[src/hdl/csh_pkg.sv]
// ----------------------------------------------------------------------------
// csh_pkg
// Shared types, codes and helpers of the SYNC and heartbeat producer.
// ----------------------------------------------------------------------------
package csh_pkg;

    localparam int IN_DATA_W  = 40;
    localparam int OUT_DATA_W = 40;
    localparam int CFG_DATA_W = 32;
    localparam int CFG_IDX_W  = 2;

    localparam logic [1:0] OP_TICK      = 2'd0;
    localparam logic [1:0] OP_SET_STATE = 2'd1;
    localparam logic [1:0] OP_START_ALL = 2'd2;
    localparam logic [1:0] OP_RESET_ALL = 2'd3;

    localparam logic [1:0] ST_OFFLINE = 2'd0;
    localparam logic [1:0] ST_PREOP   = 2'd1;
    localparam logic [1:0] ST_OPER    = 2'd2;

    localparam logic [1:0] TX_IDLE  = 2'd0;
    localparam logic [1:0] TX_RETRY = 2'd1;
    localparam logic [1:0] TX_ERROR = 2'd2;

    localparam logic [CFG_IDX_W-1:0] REG_HB_PERIOD   = 2'd0;
    localparam logic [CFG_IDX_W-1:0] REG_SYNC_PERIOD = 2'd1;
    localparam logic [CFG_IDX_W-1:0] REG_NODE_ID     = 2'd2;
    localparam logic [CFG_IDX_W-1:0] REG_RETRY_LIMIT = 2'd3;

    localparam logic [10:0] ID_HB_BASE = 11'h700;
    localparam logic [10:0] ID_SYNC    = 11'h080;
    localparam logic [10:0] ID_NMT     = 11'h000;

    localparam logic [3:0] LEN_HB   = 4'd1;
    localparam logic [3:0] LEN_SYNC = 4'd0;
    localparam logic [3:0] LEN_NMT  = 4'd2;

    localparam logic [7:0] HB_BYTE_PREOP = 8'h7F;
    localparam logic [7:0] HB_BYTE_OPER  = 8'h05;
    localparam logic [7:0] CMD_START     = 8'h01;
    localparam logic [7:0] CMD_RESET     = 8'h81;

    localparam logic [6:0] NODE_ID_RESET     = 7'd1;
    localparam logic [7:0] RETRY_LIMIT_RESET = 8'd3;
    localparam logic [7:0] RETRY_MAX         = 8'hFF;

    typedef struct packed {
        logic [1:0] status;
        logic [7:0] retries;
    } csh_tx_t;

    typedef struct packed {
        logic [1:0]  op;
        logic [31:0] now_time;
        logic [1:0]  new_state;
        logic        accept_first;
        logic        accept_second;
    } csh_item_t;

    typedef struct packed {
        logic        frame_valid;
        logic [10:0] can_id;
        logic [3:0]  frame_len;
        logic [7:0]  data_byte0;
        logic [7:0]  data_byte1;
        logic        sent_ok;
        logic        sync_sent;
        logic        command_status;
        logic [1:0]  tx_status;
        logic [1:0]  master_state_out;
        logic        last;
    } csh_result_t;

    typedef struct packed {
        csh_result_t first;
        csh_result_t second;
        logic        two;
    } csh_batch_t;

    function automatic csh_tx_t csh_attempt(csh_tx_t cur, logic accepted, logic [7:0] limit);
        csh_tx_t nxt;
        nxt = cur;
        if (accepted)
        begin
            nxt.status  = TX_IDLE;
            nxt.retries = 8'd0;
        end
        else
        begin
            if (cur.retries != RETRY_MAX)
            begin
                nxt.retries = cur.retries + 8'd1;
            end
            nxt.status = (nxt.retries > limit) ? TX_ERROR : TX_RETRY;
        end
        return nxt;
    endfunction

    function automatic csh_result_t csh_frame(logic [10:0] id, logic [3:0] len,
                                              logic [7:0] b0, logic ok);
        csh_result_t r;
        r                = '0;
        r.frame_valid    = 1'b1;
        r.can_id         = id;
        r.frame_len      = len;
        r.data_byte0     = b0;
        r.sent_ok        = ok;
        return r;
    endfunction

endpackage

[src/hdl/csh_core.sv]
// ----------------------------------------------------------------------------
// csh_core
// Configuration and producer state; turns one registered item into one or
// two results and updates stamps, retries and master state when it fires.
// ----------------------------------------------------------------------------
module csh_core
(
    input  logic                              clk,
    input  logic                              rst_n,
    input  logic                              cfg_we,
    input  logic [csh_pkg::CFG_IDX_W-1:0]     cfg_index,
    input  logic [csh_pkg::CFG_DATA_W-1:0]    cfg_data,
    input  csh_pkg::csh_item_t                item,
    input  logic                              fire,
    output csh_pkg::csh_batch_t               batch
);

    logic [15:0]       hb_period_reg;
    logic [31:0]       sync_period_reg;
    logic [6:0]        node_id_reg;
    logic [7:0]        retry_limit_reg;
    logic [1:0]        master_state_reg;
    logic [1:0]        master_state_next;
    logic [31:0]       last_hb_reg;
    logic [31:0]       last_hb_next;
    logic [31:0]       last_sync_reg;
    logic [31:0]       last_sync_next;
    csh_pkg::csh_tx_t  tx_reg;
    csh_pkg::csh_tx_t  tx_next;

    always_ff @(posedge clk or negedge rst_n)
    begin
        if (!rst_n)
        begin
            hb_period_reg   <= '0;
            sync_period_reg <= '0;
            node_id_reg     <= csh_pkg::NODE_ID_RESET;
            retry_limit_reg <= csh_pkg::RETRY_LIMIT_RESET;
        end
        else if (cfg_we)
        begin
            case (cfg_index)
                csh_pkg::REG_HB_PERIOD:   hb_period_reg   <= cfg_data[15:0];
                csh_pkg::REG_SYNC_PERIOD: sync_period_reg <= cfg_data;
                csh_pkg::REG_NODE_ID:     node_id_reg     <= cfg_data[6:0];
                csh_pkg::REG_RETRY_LIMIT: retry_limit_reg <= cfg_data[7:0];
                default:                  hb_period_reg   <= hb_period_reg;
            endcase
        end
    end

    always_comb
    begin
        logic                 active;
        logic                 hb_due;
        logic                 sync_due;
        logic                 sync_acc;
        logic                 sync_ok;
        logic                 cmd_busy;
        logic [31:0]          hb_elapsed;
        logic [31:0]          sync_elapsed;
        logic [7:0]           hb_byte;
        csh_pkg::csh_tx_t     tx_a;
        csh_pkg::csh_result_t r0;
        csh_pkg::csh_result_t r1;

        master_state_next = master_state_reg;
        last_hb_next      = last_hb_reg;
        last_sync_next    = last_sync_reg;
        tx_next           = tx_reg;
        tx_a              = tx_reg;
        sync_ok           = 1'b0;
        cmd_busy          = 1'b0;
        r0                = '0;
        r1                = '0;
        batch.two         = 1'b0;

        hb_elapsed   = item.now_time - last_hb_reg;
        sync_elapsed = item.now_time - last_sync_reg;
        active       = (master_state_reg == csh_pkg::ST_PREOP)
                    || (master_state_reg == csh_pkg::ST_OPER);
        hb_due       = active && (hb_period_reg != 16'd0)
                    && (hb_elapsed >= {16'd0, hb_period_reg});
        sync_due     = (master_state_reg == csh_pkg::ST_OPER) && (sync_period_reg != 32'd0)
                    && (sync_elapsed >= sync_period_reg);
        sync_acc     = hb_due ? item.accept_second : item.accept_first;
        hb_byte      = (master_state_reg == csh_pkg::ST_PREOP) ? csh_pkg::HB_BYTE_PREOP
                                                               : csh_pkg::HB_BYTE_OPER;

        case (item.op)
            csh_pkg::OP_TICK:
            begin
                if (hb_due)
                begin
                    tx_a = csh_pkg::csh_attempt(tx_reg, item.accept_first, retry_limit_reg);
                    if (item.accept_first)
                    begin
                        last_hb_next = item.now_time;
                    end
                    r0 = csh_pkg::csh_frame(csh_pkg::ID_HB_BASE | {4'd0, node_id_reg},
                                            csh_pkg::LEN_HB, hb_byte, item.accept_first);
                end
                tx_next = tx_a;
                if (sync_due)
                begin
                    tx_next = csh_pkg::csh_attempt(tx_a, sync_acc, retry_limit_reg);
                    sync_ok = sync_acc;
                    if (sync_acc)
                    begin
                        last_sync_next = item.now_time;
                    end
                    if (hb_due)
                    begin
                        r1 = csh_pkg::csh_frame(csh_pkg::ID_SYNC, csh_pkg::LEN_SYNC,
                                                8'd0, sync_acc);
                        batch.two = 1'b1;
                    end
                    else
                    begin
                        r0 = csh_pkg::csh_frame(csh_pkg::ID_SYNC, csh_pkg::LEN_SYNC,
                                                8'd0, sync_acc);
                    end
                end
            end
            csh_pkg::OP_SET_STATE:
            begin
                if (item.new_state != 2'd3)
                begin
                    master_state_next = item.new_state;
                end
            end
            default:
            begin
                if (tx_reg.status == csh_pkg::TX_ERROR)
                begin
                    cmd_busy = 1'b1;
                end
                else
                begin
                    tx_next = csh_pkg::csh_attempt(tx_reg, item.accept_first, retry_limit_reg);
                    r0 = csh_pkg::csh_frame(csh_pkg::ID_NMT, csh_pkg::LEN_NMT,
                                            (item.op == csh_pkg::OP_START_ALL)
                                                ? csh_pkg::CMD_START : csh_pkg::CMD_RESET,
                                            item.accept_first);
                    if (item.accept_first)
                    begin
                        master_state_next = (item.op == csh_pkg::OP_START_ALL)
                                          ? csh_pkg::ST_OPER : csh_pkg::ST_PREOP;
                    end
                    else
                    begin
                        cmd_busy = 1'b1;
                    end
                end
            end
        endcase

        r0.sync_sent        = sync_ok;
        r0.command_status   = cmd_busy;
        r0.tx_status        = tx_next.status;
        r0.master_state_out = master_state_next;
        r0.last             = !batch.two;
        r1.sync_sent        = sync_ok;
        r1.command_status   = cmd_busy;
        r1.tx_status        = tx_next.status;
        r1.master_state_out = master_state_next;
        r1.last             = 1'b1;
        batch.first         = r0;
        batch.second        = r1;
    end

    always_ff @(posedge clk or negedge rst_n)
    begin
        if (!rst_n)
        begin
            master_state_reg <= csh_pkg::ST_OFFLINE;
            last_hb_reg      <= '0;
            last_sync_reg    <= '0;
            tx_reg           <= '{status: csh_pkg::TX_IDLE, retries: 8'd0};
        end
        else if (fire)
        begin
            master_state_reg <= master_state_next;
            last_hb_reg      <= last_hb_next;
            last_sync_reg    <= last_sync_next;
            tx_reg           <= tx_next;
        end
    end

endmodule

[src/hdl/csh_out_queue.sv]
// ----------------------------------------------------------------------------
// csh_out_queue
// Two-slot result register; takes a batch of one or two results and hands
// them out one beat at a time.
// ----------------------------------------------------------------------------
module csh_out_queue
(
    input  logic                  clk,
    input  logic                  rst_n,
    input  csh_pkg::csh_batch_t   batch,
    input  logic                  load,
    output logic                  load_ok,
    output csh_pkg::csh_result_t  head,
    output logic                  head_valid,
    input  logic                  head_ready
);

    csh_pkg::csh_result_t slot0_reg;
    csh_pkg::csh_result_t slot1_reg;
    logic [1:0]           count_reg;
    logic [1:0]           count_next;

    assign head_valid = (count_reg != 2'd0);
    assign head       = slot0_reg;
    assign load_ok    = (count_reg == 2'd0) || ((count_reg == 2'd1) && head_ready);

    always_comb
    begin
        count_next = count_reg;
        if (load)
        begin
            count_next = batch.two ? 2'd2 : 2'd1;
        end
        else if (head_valid && head_ready)
        begin
            count_next = count_reg - 2'd1;
        end
    end

    always_ff @(posedge clk or negedge rst_n)
    begin
        if (!rst_n)
        begin
            count_reg <= 2'd0;
        end
        else
        begin
            count_reg <= count_next;
        end
    end

    always_ff @(posedge clk)
    begin
        if (load)
        begin
            slot0_reg <= batch.first;
            slot1_reg <= batch.second;
        end
        else if (head_valid && head_ready)
        begin
            slot0_reg <= slot1_reg;
        end
    end

endmodule

[src/hdl/canopen_sync_heartbeat_producer.sv]
// ----------------------------------------------------------------------------
// canopen_sync_heartbeat_producer
// Heartbeat, SYNC and global NMT producer of a CAN master node.
//
//  channel | dir | handshake          | payload
//  s_*     | in  | s_tvalid/s_tready  | s_tuser op, s_tdata time/state/accepts
//  m_*     | out | m_tvalid/m_tready  | m_tuser frame_valid, m_tdata frame
//  cfg_*   | in  | cfg_valid/cfg_ready| cfg_index, cfg_data
//
// An item is held in the input register until the output register can take
// its results, which are loaded there when the item fires. One item per cycle
// while each item makes one result and m_tready is high; a tick that sends both
// heartbeat and SYNC holds the output register for two beats.
// Reset clears state at once; cfg_ready is always high.
// ----------------------------------------------------------------------------
module canopen_sync_heartbeat_producer
(
    input  logic                              clk,
    input  logic                              rst_n,
    input  logic                              s_tvalid,
    output logic                              s_tready,
    input  logic [1:0]                        s_tuser,  // op[1:0]
    // now_time[31:0], new_state[33:32], accept_first[34], accept_second[35]
    input  logic [csh_pkg::IN_DATA_W-1:0]     s_tdata,
    output logic                              m_tvalid,
    input  logic                              m_tready,
    output logic                              m_tlast,
    output logic                              m_tuser,  // frame_valid[0]
    // can_id[10:0], frame_len[14:11], data_byte0[22:15], data_byte1[30:23],
    // sent_ok[31], sync_sent[32], command_status[33], tx_status[35:34],
    // master_state_out[37:36]
    output logic [csh_pkg::OUT_DATA_W-1:0]    m_tdata,
    input  logic                              cfg_valid,
    output logic                              cfg_ready,
    input  logic [csh_pkg::CFG_IDX_W-1:0]     cfg_index,
    input  logic [csh_pkg::CFG_DATA_W-1:0]    cfg_data
);

    csh_pkg::csh_item_t   item_reg;
    logic                 in_valid_reg;
    logic                 in_valid_next;
    logic                 load_ok;
    logic                 fire;
    csh_pkg::csh_batch_t  batch;
    csh_pkg::csh_result_t head;

    assign cfg_ready = 1'b1;
    assign fire      = in_valid_reg && load_ok;
    assign s_tready  = !in_valid_reg || load_ok;

    always_comb
    begin
        in_valid_next = in_valid_reg;
        if (s_tvalid && s_tready)
        begin
            in_valid_next = 1'b1;
        end
        else if (fire)
        begin
            in_valid_next = 1'b0;
        end
    end

    always_ff @(posedge clk or negedge rst_n)
    begin
        if (!rst_n)
        begin
            in_valid_reg <= 1'b0;
        end
        else
        begin
            in_valid_reg <= in_valid_next;
        end
    end

    always_ff @(posedge clk)
    begin
        if (s_tvalid && s_tready)
        begin
            item_reg.op            <= s_tuser;
            item_reg.now_time      <= s_tdata[31:0];
            item_reg.new_state     <= s_tdata[33:32];
            item_reg.accept_first  <= s_tdata[34];
            item_reg.accept_second <= s_tdata[35];
        end
    end

    csh_core u_core
    (
        .clk       (clk),
        .rst_n     (rst_n),
        .cfg_we    (cfg_valid && cfg_ready),
        .cfg_index (cfg_index),
        .cfg_data  (cfg_data),
        .item      (item_reg),
        .fire      (fire),
        .batch     (batch)
    );

    csh_out_queue u_out_queue
    (
        .clk        (clk),
        .rst_n      (rst_n),
        .batch      (batch),
        .load       (fire),
        .load_ok    (load_ok),
        .head       (head),
        .head_valid (m_tvalid),
        .head_ready (m_tready)
    );

    assign m_tlast = head.last;
    assign m_tuser = head.frame_valid;
    assign m_tdata = {2'b00, head.master_state_out, head.tx_status, head.command_status,
                      head.sync_sent, head.sent_ok, head.data_byte1, head.data_byte0,
                      head.frame_len, head.can_id};

    a_fire_shows: assert property (@(posedge clk) disable iff (!rst_n)
        fire |=> m_tvalid)
        else $error("result missing after item fired");

    a_item_held: assert property (@(posedge clk) disable iff (!rst_n)
        (in_valid_reg && !load_ok) |=> in_valid_reg)
        else $error("stalled item dropped");

    a_second_follows: assert property (@(posedge clk) disable iff (!rst_n)
        (m_tvalid && m_tready && !m_tlast) |=> (m_tvalid && m_tlast))
        else $error("second result of a tick missing");

    a_no_fire_on_pair: assert property (@(posedge clk) disable iff (!rst_n)
        (m_tvalid && !m_tlast) |-> !fire)
        else $error("batch loaded over a pending pair");

endmodule

[config.mk]
export PLATFORM = sky130hd
export DESIGN_NAME = canopen_sync_heartbeat_producer
export DESIGN_NICKNAME = d
export VERILOG_FILES = /design/src/hdl/csh_pkg.sv /design/src/hdl/csh_core.sv /design/src/hdl/csh_out_queue.sv /design/src/hdl/canopen_sync_heartbeat_producer.sv
export SDC_FILE = /design/constraint.sdc
export NUM_CORES = 1
export LEC_CHECK = 0
export ABC_AREA = 1
export BUFFER_PORTS_ARGS = -buffer_cell sky130_fd_sc_hd__buf_2
export CAP_MARGIN = 20
export CORE_MARGIN = 2
export CORE_UTILIZATION = 32
export CTS_CLUSTER_SIZE = 30
export DETAILED_ROUTE_END_ITERATION = 8
export REMOVE_ABC_BUFFERS = 1
export SKIP_LAST_GASP = 1
export SLEW_MARGIN = 20
export SYNTH_ARGS = -nofsm -noshare
export SYNTH_HDL_FRONTEND = slang
export SYNTH_SLANG_ARGS = --single-unit
[constraint.sdc]
create_clock -name clk -period 12.9 [get_ports clk]
set_input_delay 1.29 -clock clk [delete_from_list [all_inputs] [get_ports clk]]
set_output_delay 1.29 -clock clk [all_outputs]
set_load 0.01 [all_outputs]
# Word level (Yosys, flattened, before mapping)
# Index checks and enable logic that the tools add are counted.
# totals
reg_bits	259
input_bits	81
out_inout_bits	45
word_cells	142
# classes
n_addsub	5
n_lt_le_gt_ge	5
n_eq_ne	13
muxes	50
bitwise_logic	1
reduce_logical	31
# op_table
operator	count
40-bit 2-to-1 mux	7
8-bit 2-to-1 mux	11
40-bit case mux with 2 select lines	1
10-bit 2-to-1 mux	7
32-bit subtractor	2
32-bit by 16-bit greater-or-equal comparator with 1-bit output	1
32-bit greater-or-equal comparator	1
32-bit nonzero test	1
8-bit > comparator	3
2-bit 2-to-1 mux	10
10-bit case mux with 2 select lines	1
8-bit by 1-bit adder with 8-bit output, second input constant	2
8-bit != test, second input constant	2
16-bit nonzero test	1
1-bit 2-to-1 mux	11
2-bit equality test, second input constant	5
2-bit AND reduction	5
2-bit by 1-bit equality test with 1-bit output, second input constant	4
1-bit logical AND	8
4-bit AND reduction	2
7-bit 2-to-1 mux	1
2-bit zero test	3
3-bit AND reduction	2
2-bit nonzero test	3
other kinds (7)	11

# Depth between registers and ports, before layout
# Gate-level depths: netlist of the first run.
# logic_depth
depth_word	22
ltp_mapped	44
mapped_depth_nobuf	43

# By module
# A second synthesis of the first run with hierarchy kept.
# hier_totals
cells_unflattened	2168
hier_area_um2	16946.3
# modules_own_cells
module	instances	cells_per_inst	area_each_um2	seq_area_each_um2
csh_core	1	1884	12593.3	3482.1
csh_out_queue	1	233	3129.3	2452.4
canopen_sync_heartbeat_producer	1	51	1223.7	1166.1

# Worst setup path after synthesis of the first run
# Ideal clock, no wire load.
# synth_timing
kind	register to register
startpoint	register item_reg[6] (netlist name)
endpoint	register u_out_queue.slot0_reg (netlist bit u_out_queue.head[3]) (data pin)
setup_time_ns	0.256
arrival_time_ns	4.846
required_time_ns	12.644
path_slack_ns	7.799
path_stages_with_launch	40
n_path_buf	2
period_less_slack_ns	5.101
path_cell_list	edfxtp_1 ha_1 buf_4 a21oi_2 nand2_1 nand2_1 nand2_1 nand2_1 nand2_2 xor2_1 ha_1 a21oi_1 o21ai_0 a21oi_1 nand3_1 nor2_1 nand2_1 nor2_2 [4 not listed] nand2_2 ha_1 nand2_1 nor2_4 nand2_4 o21a_1 ha_1 inv_1 nor2_1 nor2_1 o21a_1 o221a_2 nor2_1 nor3_1 o21ai_0 o211ai_1 nand2_1 nand2_1
# synth_lines
element	line	rtl
from (decl)	canopen_sync_heartbeat_producer.sv:39	csh_pkg::csh_item_t item_reg;
to (signal assigned)	csh_out_queue.sv:56	slot0_reg <= batch.first;
to (signal assigned)	csh_out_queue.sv:61	slot0_reg <= slot1_reg;
to (decl)	csh_out_queue.sv:18	csh_pkg::csh_result_t slot0_reg;

# Final worst setup path of the first run
# layout_timing
startpoint	register item_reg[4] (netlist name)
endpoint	register u_core.last_sync_reg[8]
# layout_via
elab_chain_cells	5
elab_cells_between_ends	8
classes_between	2 x add/sub; 2 x order compare; 1 x mux; 3 x reduce/logical
# layout_lines
element	line	rtl
32-bit subtractor	csh_core.sv:78	hb_elapsed = item.now_time - last_hb_reg;
32-bit by 16-bit greater-or-equal comparator with 1-bit output	csh_core.sv:83	&& (hb_elapsed >= {16'd0, hb_period_reg});
1-bit logical AND	csh_core.sv:83	
1-bit 2-to-1 mux	csh_core.sv:86	sync_acc = hb_due ? item.accept_second : item.accept_first;
4-bit AND reduction (no source line) *	-	
to (signal assigned)	csh_core.sv:185	last_sync_reg <= last_sync_next;
to (decl)	csh_core.sv:26	logic [31:0] last_sync_reg;
# Every way passes the cells marked *; elsewhere a longest branch is shown, timed or not.
# A chain may end at the register's enable or synchronous reset.

==> impl_metrics.ini, run 1 <==
[setup_path]
critPathCaptureType = flip-flop
slowest_stage = clkinv_1
cp_max_fo = 65
worstSetupPathType = flip-flop to flip-flop
arrival_ns = 7.45
crit_top_cell = nand2_1
max_stage_delay_ns = 0.49
cp.required_ns = 13.29
startpoint_type = flip-flop

[synth]
ys_seq_area_frac = 0.383
synth_area_um2 = 14600
async_reset_ff_frac = 0.676
netlist_instances = 1962
yosysTopAreaCellShare = 0.238
synth.largest_area_cell = dfrtp_1
ys_warn_count = 0
avgSynthCellArea_um2 = 7.45
yosys.cell_count.top_type = nand2_1
yosys-top-cells-area = dfrtp_1 (24%), edfxtp_1 (14%), nand2_1 (13%), ha_1 (11%), inv_1 (10%)
ys.flop_type = dfrtp_1
synth_edf_count = 68
ys_top_cells_by_count = nand2_1 (520), inv_1 (389), o21ai_0 (153)
ys_ff_latch = 210
yosys.cell_types.count = 54

[floorplanning]
initial_core_util = 0.323
die-area_um2 = 47400
fp.coreArea_um2 = 45200
pin_count = 126
fp.dieH_um = 218
rows = 78
die_w_um = 218

[cts]
cts_buffers = 26
clockBufferDepth = 3
cts_tree = built
clock_latency_ns = 0.56
cts_resized = 0
cts_hold_buf = 0
post_cts_buffers = 0
cts_sinks = 210
htree_levels = 1
ctsRootBufferMaster = clkbuf_16
path_clk_slew_ns = 0.06

[sta]
period_needed_ns = 7.06
finClkSkew_ns = 0.0249
maxSlewViolCount = 0
max_slew.worst_pin.slew_ns = 1.01
setup_viol = 0
relSlewSlack = 0.325
rsz0062_at_grt = false
setup_tns_ns = 0
fmax_mhz = 142
hold_viol = 0
holdWs_ns = 0.483
fin_crit_sh = 0.548

[detailed_routing]
postRouteAntennaNets = 0
firstDrtPassIters = 5
wl_per_cell_um = 14.8
viasPerCell = 4.61
routed_wl_um = 39700
vias = 12400
drtIter0Drc = 676
post-route-drc-count = 0

[finish]
multiInputGateArea_um2 = 7310
register_area_um2 = 5600
syn_to_final_growth_pct = 13.4
fillers = 4797
largest_reg_flops = 38
num_antenna_cells = 0
nets = 2272
drive_gt1_frac = 0.102

[pwr]
peakVddDrop_mv = 0.117
powerDensity_nw_per_um2 = 259
p_leak_nw = 8.54

[global_routing]
first_global_vias = 12000
gr-usage-all-layers = 0.168
grt_pass1_wl_um = 63100
grt-ovfl-total = 0
grt_max_degree = 94
antenna_found_initial = 0

[place]
portBuffers = 108
hpwl_um = 31400
place.gp.congestion = 0.930

[worst_hold_path]
hold_path.class = flip-flop to flip-flop

[outcome]
status = finished, final reports clean

[run]
drv_cap = 0
==> power by group <==
| part | switching (mW) | leakage (nW) | total (mW) | internal, mW |
|---|---|---|---|---|
| Combinational | 1.60 | 5.67 | 2.50 | 0.900 |
| Clock | 0.307 | 0.409 | 0.732 | 0.425 |
| Sequential | 0.131 | 2.46 | 1.06 | 0.929 |
==> path summary, 6_finish.rpt <==
path / startpoint / endpoint / slack, ns / depth (start not counted)
worst max-delay path: item_reg[4] / u_core.last_sync_reg[8] / 5.84 / 28
worst min-delay path: u_core.last_hb_reg[26] / u_core.last_hb_reg[26] / 0.48 / 2
worst max register to register: item_reg[4] / u_core.last_sync_reg[8] / 5.84 / 28
worst min register to register: u_core.last_hb_reg[26] / u_core.last_hb_reg[26] / 0.48 / 2
max in group asynchronous: rst_n / u_core.last_hb_reg[8] / 10.82 / 2
min in group asynchronous: rst_n / u_core.sync_period_reg[2] / 0.83 / 1
==> metrics by stage <==
stage	std cells	instance area, µm²	power (mW)	setup slack [ns]	util
detailed placement	2629	15700	3.58	5.77	0.348
floorplan	1918	14300	2.86	7.31	-
finish	2677	16600	4.30	5.84	0.367
global placement	2628	15700	3.52	5.62	0.347
global route	2677	16600	4.73	5.23	0.367
CTS	2677	16600	4.35	5.72	0.367
==> cell type report <==
cell class	count	share of cell area
multi-input cells	1316	0.441
flip-flops and latches	210	0.338
inverters	392	0.0889
well taps	600	0.0453
clock buffers	31	0.0416
repair buffers	111	0.0351
clock inverters	17	0.0101
==> cells in the final DEF (no fill, tap or decap), types with 4 or more instances in the layout <==
cell,synthesis,final
nand2_2,19,19
nor2_1,127,127
nand2_4,6,8
xnor2_1,15,15
ha_1,132,132
a31oi_1,4,4
o21ai_1,11,11
nor3_1,19,19
dfrtp_1,139,139
nor2_2,10,10
clkinv_1,1,5
edfxtp_1,68,68
a21boi_0,6,6
nand4_1,23,23
nand2_1,520,518
nand3_2,2,4
conb_1,2,13
buf_2,5,107
nand3_1,55,53
inv_1,389,388
o21ai_0,153,152
a21oi_1,104,104
xor2_1,37,37
clkbuf_16,0,26
o211ai_1,10,10
clkinv_4,0,4
nor4_1,7,7
==> per-layer routing <==
metal | global-route usage | up-vias | part of all wire
met1 | 0.219 | 5690 | 0.45
li1 | - | 6386 | -
met3 | 0.0241 | 49 | 0.044
met4 | 0.0468 | 0 | 0.029
met2 | 0.289 | 229 | 0.47
met5 | 0 | - | 0
==> cell families after synthesis <==
| family | Yosys count | share of synthesized area |
|---|---|---|
| simple gates | 805 | 0.232 |
| xor+xnor | 52 | 0.0312 |
| fa+ha+maj | 134 | 0.116 |
| other cells | 2 | 0.000514 |
| compound gates | 312 | 0.115 |
| flops | 210 | 0.383 |
| buf+inv | 447 | 0.122 |
==> critical path, delay by kind of cell (launching register included) <==
family | cells | cell delay (ns)
flops | 1 | 0.37
buf+inv | 4 | 0.78
fa+ha+maj | 3 | 0.88
xor+xnor | 1 | 0.25
simple gates | 9 | 1.60
compound gates | 11 | 2.93
Power figures use the tool's default switching activity.
==> run 2: changes to the inputs <==
clock period = 6.31 ns   (was 12.9 ns; I/O delays follow)
==> impl_metrics.ini, run 2 (synthesis gave the netlist of run 1 again) <==
[finish]
fin_util = 0.369
postLayoutCellArea_um2 = 16700
drive_gt1_frac = 0.108
fin_cells = 2690
largest_reg_flops = 38
num_antenna_cells = 0
nets = 2286
syn_to_final_growth_pct = 14.3
final_cell_mix = nand2_1 (518), inv_1 (388), o21ai_0 (151)
final_common_cell = nand2_1
fillers = 4776

[cts]
ctsRootBufferMaster = clkbuf_16
cts_tree = built
clockBufferDepth = 3
path_clk_slew_ns = 0.06
clock_latency_ns = 0.56
cts_sinks = 210
cts_buffers = 25
htree_levels = 1

[pwr]
p_leak_nw = 8.60
power_switching_mw = 4.14
intPower_mw = 4.67
combPwrFrac = 0.587
power.share.clock = 0.167
switching_share = 0.470
peakVddDrop_mv = 0.256
power_frac_seq = 0.246
powerDensity_nw_per_um2 = 528

[floorplanning]
fp.dieH_um = 218
die-area_um2 = 47400
pin_count = 126
rows = 78
die_w_um = 218
fp.coreArea_um2 = 45200
initial_core_util = 0.323

[detailed_routing]
met2_length_um = 18400
wl_per_cell_um = 14.4
viasPerCell = 4.59
post-route-drc-count = 0
firstDrtPassIters = 5
wl_met3_um = 1600
m1WireLength_um = 17500
drtIter0Drc = 765
routed_wl_um = 38800
postRouteAntennaNets = 0
vias = 12400
top_layer = met5

[worst_hold_path]
hold_path.class = input port to asynchronous set/reset pin

[place]
placed_cells = 2637
place.gp.congestion = 0.932
place_ws_ns = 0.316
portBuffers = 108
hpwl_um = 30900
placed_area_um2 = 15800

[outcome]
status = finished, final reports clean

[setup_path]
max_stage_delay_ns = 0.48
cp_max_fo = 45
r2r_cells = 30
slowest_stage = o21ai_1
ff2ff_setup_slack_ns = 0.51
rr_startpoint = item_reg[6]
critPathCaptureType = flip-flop
startpoint_type = flip-flop
worstSetupPathType = flip-flop to flip-flop
arrival_ns = 6.26
crit_top_cell = nand2_1
cp.required_ns = 6.77
regToRegEndpoint = u_core.last_sync_reg[31]

[sta]
finalWorstSetupSlack_ns = 0.505
fmax_mhz = 172
maxSlewViolCount = 0
period_needed_ns = 5.80
relSlewSlack = 0.127
hold_viol = 0
rsz0062_at_grt = true
fin_crit_sh = 0.920
max_slew.worst_pin.slew_ns = 1.29
finClkSkew_ns = 0.0179
setup_viol = 0

[global_routing]
gr-usage-all-layers = 0.166
antenna_found_initial = 1
grt-ovfl-total = 0
first_global_vias = 12100
grt_pass1_wl_um = 62600
grt_max_degree = 75

[run]
drv_cap = 0
==> run 2: cell count changes in the layout (fill, tap and decap cells not counted), sizes merged <==
cell      delta
clkinv       -3
buf         +15
inv          +1
clkbuf       +1
bufinv       +1
clkinvlp     -2
==> run 2: what timing repair did <==
item / 4_1_cts / 5_1_grt
buffers inserted: 0 / 7
gates resized for setup: 0 / 10
hold buffers: 0 / 0
endpoints found under the setup margin: 0 / 47
==> run 2: metal layers <==
metal | GRT usage | vias to the layer above
met5 | 0 | -
met4 | 0.0559 | 2
met2 | 0.285 | 222
li1 | - | 6402
met3 | 0.0233 | 63
met1 | 0.213 | 5666
==> run 2: how the worst max path moves through the flow <==
| stage | startpoint | end | slack (ns) |
|---|---|---|---|
| after CTS | item_reg[18] | u_out_queue.head[3] | 0.32 |
| final | item_reg[6] | u_core.last_sync_reg[31] | 0.51 |
| after global routing | item_reg[4] | u_core.last_sync_reg[31] | -0.03 |
| after detailed placement | item_reg[18] | u_out_queue.head[3] | 0.32 |
| after global placement | item_reg[17] | u_out_queue.head[3] | 0.41 |
| after floorplan | item_reg[4] | u_out_queue.head[6] | 0.72 |
==> run 2: area by class of cell <==
cell class | instances | area [µm²] | area share
clock buffer | 32 | 652 | 0.0391
clock inverter | 14 | 166 | 0.00997
inverter | 392 | 1470 | 0.0882
multi-input combinational | 1316 | 7340 | 0.440
sequential | 210 | 5600 | 0.335
tap | 600 | 751 | 0.0450
timing repair buffer | 126 | 707 | 0.0424
==> run 2: power groups by stage <==
stage | Sequential, mW | Clock, mW | Combinational, mW
global route | 2.22 | 1.57 | 5.94
floorplan | 2.16 | 0 | 3.68
global placement | 2.18 | 0 | 5.00
detailed placement | 2.19 | 0 | 5.11
finish | 2.17 | 1.48 | 5.17
CTS | 2.17 | 1.52 | 5.14
==> run 2: metrics by stage <==
stage	setup TNS (ns)	hold slack (ns)	power, mW
after global placement	0	0.470	7.18
after detailed placement	0	0.473	7.30
after global routing	-0.0258	0.133	9.73
after floorplan	0	0.335	5.84
final	0	0.0782	8.81
after CTS	0	0.108	8.83
==> run 2: worst max-delay path: cells and delay by family, from the launching register on <==
kind | cells | cell delay (ns)
and+or+nand+nor | 12 | 1.21
xor gates and xnor gates | 1 | 0.18
buffers and inverters | 4 | 0.65
DFF | 1 | 0.43
AOI/OAI and AO/OA | 11 | 2.51
adders and majority gates | 2 | 0.66
==> run 3: changes to the inputs <==
ABC_AREA = not set   (was 1)
==> impl_metrics.ini, run 3 <==
[synth]
yosys.cell_count.top_type = inv_1
ys.flop_type = dfrtp_1
synth.largest_area_cell = dfrtp_1
ys_top_cells_by_count = inv_1 (149), dfrtp_1 (139), nand2_1 (135)
yosys-top-cells-area = dfrtp_1 (24%), edfxtp_1 (14%), ha_1 (12%), mux2_2 (6.9%), inv_1 (3.9%)
yosysTopAreaCellShare = 0.244
synth_area_um2 = 14200
avgSynthCellArea_um2 = 9.51
yosys.cell_types.count = 78
ys_seq_area_frac = 0.393
async_reset_ff_frac = 0.676
synth_edf_count = 68
ys_warn_count = 0
ys_ff_latch = 210
netlist_instances = 1496

[setup_path]
max_stage_delay_ns = 0.39
critPathCaptureType = flip-flop
rr_startpoint = u_core.last_hb_reg[1]
arrival_ns = 7.40
worstSetupPathType = flip-flop to flip-flop
cp_max_fo = 4
cp.required_ns = 6.61
crit_top_cell = a21o_1
slowest_stage = dfrtp_1
startpoint_type = flip-flop
ff2ff_setup_slack_ns = -0.80
regToRegEndpoint = u_out_queue.slot1_reg[4]
r2r_cells = 40

[cts]
ctsRootBufferMaster = clkbuf_16
cts_buffers = 26
cts_tree = built
path_clk_slew_ns = 0.07
htree_levels = 1
clock_latency_ns = 0.55
clockBufferDepth = 3
cts_sinks = 210

[finish]
fin_util = 0.398
syn_to_final_growth_pct = 23.2
nets = 1930
final_common_cell = inv_1
fillers = 4387
fin_cells = 2326
largest_reg_flops = 38
drive_gt1_frac = 0.258
final_cell_mix = inv_1 (147), dfrtp_1 (139), buf_4 (134)
num_antenna_cells = 0

[worst_hold_path]
hold_path.class = input port to asynchronous set/reset pin

[sta]
rsz0062_at_grt = true
holdWs_ns = 0.130
period_needed_ns = 7.11
max_slew.worst_pin.slew_ns = 1.08
finalWorstSetupSlack_ns = -0.796
maxSlewViolCount = 0
relSlewSlack = 0.272
fmax_mhz = 141
hold_viol = 0
fin_crit_sh = 1.13
setup_viol = 6
finClkSkew_ns = 0.0194

[place]
place.gp.congestion = 0.894
placed_cells = 2264
hpwl_um = 29600
place_ws_ns = -1.07
portBuffers = 108

[run]
drv_cap = 0

[outcome]
violations = negative setup slack
status = complete, but fails checks

[floorplanning]
fp.dieH_um = 215
initial_core_util = 0.323
fp.coreArea_um2 = 44000
die-area_um2 = 46200
die_w_um = 215
pin_count = 126
rows = 77

[detailed_routing]
wl_per_cell_um = 16.7
firstDrtPassIters = 6
postRouteAntennaNets = 0
viasPerCell = 5.03
post-route-drc-count = 0
drtIter0Drc = 659
routed_wl_um = 38800
vias = 11700

[pwr]
power.total_mw = 10.4
p_leak_nw = 8.17
powerDensity_nw_per_um2 = 590
peakVddDrop_mv = 0.329

[global_routing]
grt_pass1_wl_um = 62700
antenna_found_initial = 1
grt-ovfl-total = 0
first_global_vias = 11600
grt_max_degree = 83
gr-usage-all-layers = 0.168
[run 3: cell count changes in the layout (fill, tap and decap cells not counted), moves of 20 or more]
cell,before,now
nand2_1,518,133
a21oi_1,104,81
o21ai_0,151,92
nor2_1,127,73
buf_4,16,134
nand3_1,54,31
mux2_2,0,86
inv_1,388,147
a21o_1,2,57
nand2b_1,0,23
xor2_1,37,17
[run 3: routing by layer]
| metal | vias up | routed length [µm] | global-route usage |
|---|---|---|---|
| met5 | - | 0 | 0 |
| met4 | 0 | 810 | 0.0403 |
| met3 | 54 | 1610 | 0.0232 |
| met2 | 257 | 18100 | 0.275 |
| met1 | 5648 | 18300 | 0.234 |
| li1 | 5743 | - | - |
[run 3: area by class of cell]
cell class	instances	area, µm²	share of cell area
repair buffers	248	1660	0.0944
clock inverters	12	148	0.00842
clock buffers	35	757	0.0432
multi-input cells	1080	8080	0.461
flip-flops and latches	210	5600	0.319
inverters	149	559	0.0319
well taps	592	741	0.0422
[run 3: what timing repair did]
item,4_1_cts,5_1_grt
pin swaps,43,32
buffers inserted,9,7
setup endpoints to repair,46,54
gates resized for setup,34,33
hold buffers,0,0
hold endpoints to repair,0,0
[run 3: report_power, final]
| part | switching, mW | internal (mW) |
|---|---|---|
| clock network | 0.610 | 0.966 |
| registers | 0.287 | 1.94 |
| logic | 3.54 | 3.01 |
[run 3: logic make-up after synthesis]
family	Yosys count	synth area share
AND/OR/NAND/NOR	402	0.140
AO/OA/AOI/OAI	377	0.170
buffers and inverters	217	0.0643
flip-flops	210	0.393
adder cells (fa/ha/maj)	134	0.119
multiplexers	102	0.0803
XOR/XNOR	52	0.0320
other	2	0.000528
[run 3: metrics by stage]
stage	cell area (µm²)	setup TNS, ns
global placement	16200	-5.08
detailed placement	16200	-7.44
global route	17500	-7.01
floorplan	13900	-8.06
CTS	17300	-3.63
finish	17500	-4.39
[run 3: worst max-delay path: cells and delay by family, from the launching register on]
kind / cells / cell delay [ns]
AO/OA/AOI/OAI: 17 / 2.87
XOR/XNOR: 2 / 0.27
adder cells (fa/ha/maj): 4 / 0.90
buffers and inverters: 4 / 0.53
flip-flops: 1 / 0.39
AND/OR/NAND/NOR: 13 / 1.90
[run 3: worst max-delay path by stage]
stage | end | slack, ns | start
3_5_place_dp | u_out_queue.head[3] | -1.07 | item_reg[5]
6_report | u_out_queue.slot1_reg[4] | -0.80 | u_core.last_hb_reg[1]
3_3_place_gp | u_out_queue.head[3] | -0.88 | item_reg[5]
5_1_grt | u_out_queue.head[4] | -1.19 | u_core.last_hb_reg[1]
4_1_cts | u_out_queue.head[3] | -0.74 | item_reg[5]
2_1_floorplan | u_out_queue.head[3] | -1.41 | item_reg[5]
